$ cat src/hw/rtl/c3sf_pkg.sv
// c3sf_pkg: constants, types and register codes of the 3x3 stream filter
// used by every file of the block; depends on nothing

package c3sf_pkg;

  localparam int PIX_BITS       = 8;
  localparam int COEF_BITS      = 8;
  localparam int KERNEL_SIZE    = 3;
  localparam int MAX_WIDTH      = 2048;
  localparam int MAX_HEIGHT     = 4096;
  localparam int MIN_DIM        = 3;

  localparam int WIDTH_REG_BITS  = 12;
  localparam int HEIGHT_REG_BITS = 13;
  localparam int KROW_BITS       = 24;
  localparam int CFG_DATA_BITS   = 24;
  localparam int CFG_IDX_BITS    = 3;

  localparam int COL_BITS  = $clog2(MAX_WIDTH);
  localparam int ROW_BITS  = $clog2(MAX_HEIGHT);
  localparam int PROD_BITS = PIX_BITS + COEF_BITS;

  typedef logic [PIX_BITS-1:0]                     pix_t;
  typedef logic [COEF_BITS-1:0]                    coef_t;
  typedef logic [COL_BITS-1:0]                     col_idx_t;
  typedef logic [ROW_BITS-1:0]                     row_idx_t;
  typedef logic [KERNEL_SIZE-1:0][PIX_BITS-1:0]    col_t;
  typedef logic [KERNEL_SIZE-1:0][COEF_BITS-1:0]   coef_col_t;
  typedef logic [KROW_BITS-1:0]                    krow_t;

  typedef enum logic [CFG_IDX_BITS-1:0] {
    CFG_IMAGE_WIDTH,
    CFG_IMAGE_HEIGHT,
    CFG_KERNEL_TOP,
    CFG_KERNEL_MID,
    CFG_KERNEL_BOT
  } cfg_idx_t;

  // line store access of one cycle
  typedef struct packed {
    logic     rd_en;
    col_idx_t rd_addr;
    logic     wr_en;
    col_idx_t wr_addr;
    pix_t     wr_top;
    pix_t     wr_mid;
  } ls_req_t;

endpackage

$ cat src/hw/rtl/c3sf_cell.sv
// c3sf_cell: one window column of three pixels, shifted from its neighbor or,
// at the head, from the new column, and weighted by its kernel column; depends on c3sf_pkg

module c3sf_cell (
  input  logic                clk,
  input  logic                rst_n,
  input  logic                shift_en,
  input  c3sf_pkg::col_t      col_in,
  input  c3sf_pkg::coef_col_t coef,
  output c3sf_pkg::col_t      col_out,
  output c3sf_pkg::pix_t      psum
);
  import c3sf_pkg::*;

  col_t col_r;

  always_ff @(posedge clk) begin
    if (!rst_n) begin
      col_r <= '0;
    end else if (shift_en) begin
      col_r <= col_in;
    end
  end

  // low bits of signed coefficient times unsigned pixel
  always_comb begin
    logic [PROD_BITS-1:0] coef_ext;
    logic [PROD_BITS-1:0] pix_ext;
    logic [PROD_BITS-1:0] prod;
    pix_t                 acc;
    acc = '0;
    for (int u = 0; u < KERNEL_SIZE; u++) begin
      coef_ext = {{PIX_BITS{coef[u][COEF_BITS-1]}}, coef[u]};
      pix_ext  = {{COEF_BITS{1'b0}}, col_r[u]};
      prod     = coef_ext * pix_ext;
      acc      = acc + prod[PIX_BITS-1:0];
    end
    psum = acc;
  end

  assign col_out = col_r;

endmodule

$ cat config.mk
export PLATFORM = sky130hd
export DESIGN_NAME = c3sf_cell
export DESIGN_NICKNAME = d
export VERILOG_FILES = /design/src/hw/rtl/c3sf_pkg.sv /design/src/hw/rtl/c3sf_cell.sv
export SDC_FILE = /design/constraint.sdc
export NUM_CORES = 1
export LEC_CHECK = 0
export BUFFER_PORTS_ARGS = -buffer_cell sky130_fd_sc_hd__clkbuf_2
export CAP_MARGIN = 10
export CELL_PAD_IN_SITES_DETAIL_PLACEMENT = 1
export CELL_PAD_IN_SITES_GLOBAL_PLACEMENT = 1
export CORE_MARGIN = 3
export CORE_UTILIZATION = 40
export DETAILED_ROUTE_END_ITERATION = 8
export GPL_ROUTABILITY_DRIVEN = 0
export HOLD_SLACK_MARGIN = 0.15
export PLACE_DENSITY = 0.78
export SYNTH_ARGS = -nofsm -noshare
export SYNTH_HDL_FRONTEND = slang
export SYNTH_SLANG_ARGS = --single-unit
$ cat constraint.sdc
create_clock -name clk -period 15.4 [get_ports clk]
set_input_delay 3.08 -clock clk [delete_from_list [all_inputs] [get_ports clk]]
set_output_delay 3.08 -clock clk [all_outputs]
set_load 0.005 [all_outputs]
==> results of run 1 <==
-- worst register-to-register path, stage by stage (launching register included) --
cell     delay (ns)
dfxtp_1        0.53
mux2i_1        0.13
nor2b_1        0.13
-- through the flow --
step | worst slack (ns) | hold WS (ns) | util, % | total power [W]
after floorplan | 4.26 | 0.524 | - | 0.000246
after global placement | 3.75 | 0.533 | 47.7 | 0.000314
after detailed placement | 3.60 | 0.543 | 47.7 | 0.000331
after CTS | 3.60 | 0.555 | 48.1 | 0.000367
after global routing | 3.49 | 0.608 | 48.1 | 0.000395
final | 3.65 | 0.548 | 48.1 | 0.000359
-- how the worst max path moves through the flow --
| stage | startpoint | endpoint | slack, ns |
|---|---|---|---|
| after global placement | coef[0] | psum[7] | 3.75 |
| final | coef[0] | psum[7] | 3.65 |
| after global routing | coef[0] | psum[7] | 3.49 |
| after CTS | coef[0] | psum[7] | 3.60 |
| after detailed placement | coef[0] | psum[7] | 3.60 |
| after floorplan | coef[0] | psum[7] | 4.26 |
-- cell usage in the layout, fill, tap and decap left out --
| cell type | n |
|---|---|
| nor2b_1 | 25 |
| xnor3_1 | 1 |
| inv_1 | 82 |
| clkbuf_2 | 82 |
| fa_1 | 51 |
| ha_1 | 54 |
| dfxtp_1 | 24 |
| xnor2_2 | 1 |
| a21o_1 | 2 |
| xor2_1 | 7 |
| xnor2_1 | 42 |
| nand2_1 | 51 |
| mux2i_1 | 24 |
| and2_1 | 54 |
| a21oi_1 | 2 |
| nand2b_1 | 2 |
| clkbuf_8 | 3 |
-- power groups by stage --
stage | logic, W | registers [W] | clock network (W)
after floorplan | 0.000175 | 0.0000717 | 0
after global placement | 0.000240 | 0.0000739 | 0
after detailed placement | 0.000256 | 0.0000743 | 0
after CTS | 0.000258 | 0.0000728 | 0.0000365
after global routing | 0.000283 | 0.0000739 | 0.0000387
final | 0.000251 | 0.0000730 | 0.0000348
-- routing by layer --
| metal | part of all wire [%] | GRT usage, % | up-vias |
|---|---|---|---|
| li1 | - | - | 1442 |
| met1 | 40 | 21.8 | 1484 |
| met2 | 55 | 36.2 | 72 |
| met3 | 3.9 | 1.71 | 14 |
| met4 | 1.9 | 5.15 | 0 |
| met5 | 0 | 0 | - |
-- kinds of logic after synthesis --
family / share of synthesized area (%)
xor+xnor: 11.9
mux: 6.10
fa+ha+maj: 43.1
compound gates: 0.635
buf+inv: 8.36
flops: 12.2
simple gates: 17.7
-- final cells by class --
| type | instances | area, sq um |
|---|---|---|
| tap | 129 | 161 |
| multi-input combinational | 316 | 3130 |
| fill | 1158 | 4890 |
| inverter | 82 | 308 |
| timing repair buffer | 82 | 410 |
| sequential | 24 | 480 |
| clock buffer | 3 | 41.3 |
-- cell usage after synthesis, drive strengths merged --
library cell	instances	share of area, %
ha	54	17
and2	54	8.6
buf	2	0.25
xnor2	43	9.8
nand2	51	4.9
a21o	2	0.38
xor2	7	1.6
clkbuf	3	0.29
a21oi	2	0.25
nor2b	25	4.0
mux2i	24	6.1
nand2b	2	0.32
dfxtp	24	12
inv	82	7.8
xnor3	1	0.57
fa	51	26
==> results_dict.tcl, run 1 <==
set metrics [dict create \
    swShare_pct 41.1 \
    cts_tree "yes" \
    antenna_found_initial 0 \
    fin_area_sq_um 4530 \
    syn-instance-count 427 \
    power_density_nw_per_um2 79.2 \
    worst_pin_slew_ns 0.788 \
    synth.avg_cell_area_sq_um 9.22 \
    rrSetupSlack_ns 14.55 \
    drc_errors 0 \
    drv_cap 0 \
    worstPathBufferInverterCount 5 \
    diodes 0 \
    postCtsSetupRepairBufs 0 \
    critPathRequiredTime_ns 12.32 \
    dieArea_sq_um 11100 \
    port_buffers 82 \
    viasPerCell 4.74 \
    slowest_stage "fa_1" \
    grtUsageTotal_pct 18.8 \
    ant_nets 0 \
    status "finished, final reports clean" \
    dpl-instance-area_sq_um 4490 \
    p_comb_share_pct 69.9 \
    crit_type "in -> out" \
    r2r_end "col_out[0]" \
    clockBufferDepth 2 \
    cts_made_buffers 3 \
    vias 3012 \
    dp.cells 633 \
    grt_overflow 0 \
    synthDistinctLibCells 17 \
    power_switching_w 0.000147 \
    clock_latency_ns 0.26 \
    p_seq_share_pct 20.4 \
    internal_power_w 0.000211 \
    synth_nets 583 \
    die_w_microns 105 \
    syn_area_sq_um 3940 \
    die_h_microns 105 \
    clock.fmax_mhz 85.1 \
    largest_register_ffs 24 \
    drive_gt1_share_pct 17.0 \
    cp.depth 18 \
    holdBufCountCts 0 \
    drt-pass1-iter-count 4 \
    maxSlewViolCount 0 \
    cp.arrival_ns 8.67 \
    wirelength_mm 9.98 \
    whs_path_depth 2 \
    yosysSeqAreaShare_pct 12.2 \
    hold_viol 0 \
    ff2ff_path_depth 2 \
    cts_resized 0 \
    cts_sinks 24 \
    grt_setup_unrepaired "false" \
    crit_family "adder cells" \
    worst_setup_path_start_kind "input pin" \
    ys_seq_elements 24 \
    hpwl_mm 9.03 \
    setup_tns_ns 0 \
    cpMostUsedCell "fa_1" \
    end_kind "output port" \
    grt_max_degree 25 \
    fp-row-count 35 \
    yosysWarnings 0 \
    skew_ns 0 \
    layoutNonFillerInstCount 636 \
    min_to "col_out[23]" \
    clock_power_share_pct 9.7 \
    start_util_pct 41.8 \
    path_clk_slew_ns 0.07 \
    slew_headroom_pct 47.5 \
    period_minus_slack_ns 11.75 \
    hold_path_class "reg -> reg" \
    syn_to_final_growth_pct 15.0 \
    root_buffer "clkbuf_8" \
    pin_count 83 \
    min_period_over_period_pct 76.3 \
    path_max_fanout 8 \
    path_cells "clkbuf_2, nand2_1, fa_1, inv_1, fa_1, inv_1, fa_1, fa_1, fa_1, fa_1, inv_1, fa_1, ha_1, a21o_1, a21oi_1, xnor2_1, xnor3_1, clkbuf_2" \
    setup_viol 0 \
    holdCritStartpoint "col_out[23]" \
    timing.rr.start "col_out[0]" \
    peakVddDrop_mv 0.0516 \
    grt_pass1_wl_mm 16.7 \
    cpPeakStageDelay_ns 0.58 \
    wire_per_inst_microns 15.7 \
    leakage_nw 2.36 \
    cts-htree-levels 1 \
    nets 665 \
    grt_pass1_vias 3527 \
    coreArea_sq_um 9420 \
    drt_iter0_drc 83 \
]
No activity file was read; power rests on OpenSTA's default activity.
==> inputs of run 2 (changes only) <==
--- a/config.mk
+++ b/config.mk
@@ -10,11 +10,11 @@
 export CELL_PAD_IN_SITES_DETAIL_PLACEMENT = 1
 export CELL_PAD_IN_SITES_GLOBAL_PLACEMENT = 1
 export CORE_MARGIN = 3
-export CORE_UTILIZATION = 40
+export CORE_UTILIZATION = 39
 export DETAILED_ROUTE_END_ITERATION = 8
 export GPL_ROUTABILITY_DRIVEN = 0
 export HOLD_SLACK_MARGIN = 0.15
-export PLACE_DENSITY = 0.78
+export PLACE_DENSITY = 0.79
 export SYNTH_ARGS = -nofsm -noshare
 export SYNTH_HDL_FRONTEND = slang
 export SYNTH_SLANG_ARGS = --single-unit
==> constraint.sdc (replaced) <==
create_clock -name clk -period 10.6 [get_ports clk]
set_input_delay 2.12 -clock clk [delete_from_list [all_inputs] [get_ports clk]]
set_output_delay 2.12 -clock clk [all_outputs]
set_load 0.005 [all_outputs]
==> results_dict.tcl, run 2 (synthesis gave the netlist of run 1 again) <==
set metrics [dict create \
    cts_resized 0 \
    worstPathBufferInverterCount 5 \
    cp.arrival_ns 7.69 \
    grt_overflow 0 \
    die_h_microns 106 \
    end_kind "output port" \
    slowest_stage "fa_1" \
    clock.fmax_mhz 102 \
    maxSlewViolCount 0 \
    cpMostUsedCell "fa_1" \
    setup_tns_ns 0 \
    power_density_nw_per_um2 116 \
    grtUsageTotal_pct 18.2 \
    path_clk_slew_ns 0.08 \
    cpPeakStageDelay_ns 0.56 \
    hold_viol 0 \
    fin_util_pct 46.5 \
    port_buffers 82 \
    leakage_nw 2.37 \
    setup_viol 0 \
    hpwl_mm 8.74 \
    pin_count 83 \
    cts-htree-levels 1 \
    fp-row-count 36 \
    wirelength_mm 9.79 \
    dieArea_sq_um 11300 \
    crit_type "in -> out" \
    cts_tree "yes" \
    n_fill_cell 1190 \
    grt_max_degree 25 \
    ant_nets 0 \
    status "finished, final reports clean" \
    grt_setup_unrepaired "false" \
    holdBufCountCts 0 \
    drt_iter0_drc 64 \
    slew_headroom_pct 47.7 \
    worst_setup_path_start_kind "input pin" \
    root_buffer "clkbuf_8" \
    cts_sinks 24 \
    postCtsSetupRepairBufs 0 \
    viasPerCell 4.64 \
    period_minus_slack_ns 9.81 \
    die_w_microns 106 \
    min_period_over_period_pct 92.5 \
    vias 2975 \
    skew_ns 0 \
    start_util_pct 40.3 \
    syn_to_final_growth_pct 15.5 \
    peakVddDrop_mv 0.123 \
    path_max_fanout 8 \
    clockBufferDepth 2 \
    worst_pin_slew_ns 0.785 \
    crit_family "adder cells" \
    grt_pass1_wl_mm 16.6 \
    nets 665 \
    drt-pass1-iter-count 4 \
    layout_common_cells "inv_1 (82), clkbuf_2 (82), and2_1 (54), ha_1 (54)" \
    critPathRequiredTime_ns 8.48 \
    path_cells "clkbuf_2, nand2_1, fa_1, inv_1, fa_1, inv_1, fa_1, fa_1, fa_1, fa_1, inv_1, fa_1, ha_1, a21o_1, a21oi_1, xnor2_1, xnor3_1, clkbuf_2" \
    coreArea_sq_um 9770 \
    drc_errors 0 \
    drive_gt1_share_pct 17.1 \
    cts_made_buffers 3 \
    power.total_w 0.000529 \
    antenna_found_initial 0 \
    grt_pass1_vias 3476 \
    wire_per_inst_microns 15.3 \
    drv_cap 0 \
    clock_latency_ns 0.27 \
    largest_register_ffs 24 \
    diodes 0 \
    hold_path_class "reg -> reg" \
]
## run 2: worst register-to-register path, cell delays in order (launching register included)
cell and delay, ns:
dfxtp_1 0.55, mux2i_1 0.13, nor2b_1 0.13
## run 2: where the power goes
part	switching (W)	internal [W]
clock	0.0000292	0.0000332
combinational	0.000176	0.000185
sequential	0.0000105	0.0000955
total	0.000215	0.000313
## run 2: stage by stage
step | cell area, sq um | std cells | hold WS, ns | setup WS (ns)
detailed placement | 4490 | 637 | 0.546 | 0.759
global placement | 4490 | 637 | 0.530 | 0.863
floorplan | 3940 | 427 | 0.524 | 1.38
finish | 4550 | 641 | 0.556 | 0.794
CTS | 4550 | 641 | 0.559 | 0.756
global route | 4550 | 641 | 0.589 | 0.590
## run 2: layer usage
metal / share of wire, % / global-route usage, % / wire length [microns]
met1: 42 / 22.0 / 4120
met4: 0.64 / 2.92 / 63
met3: 2.5 / 1.58 / 240
met5: 0 / 0 / 0
met2: 55 / 35.4 / 5370
## run 2: path summary, 6_finish.rpt
check / start / to / slack (ns) / cells past startpoint
worst max-delay path: coef[0] / psum[7] / 0.79 / 18
worst min-delay path: col_out[23] / col_out[23] / 0.56 / 2
worst max register to register: col_out[16] / col_out[16] / 9.73 / 2
worst min register to register: col_out[23] / col_out[23] / 0.56 / 2
## run 2: layout make-up
type	count	area, sq um	area share (%)
clock buffers	4	55.1	1.21
inverters	82	308	6.77
multi-input cells	316	3130	68.8
flip-flops and latches	24	480	10.6
well taps	133	166	3.66
repair buffers	82	410	9.02
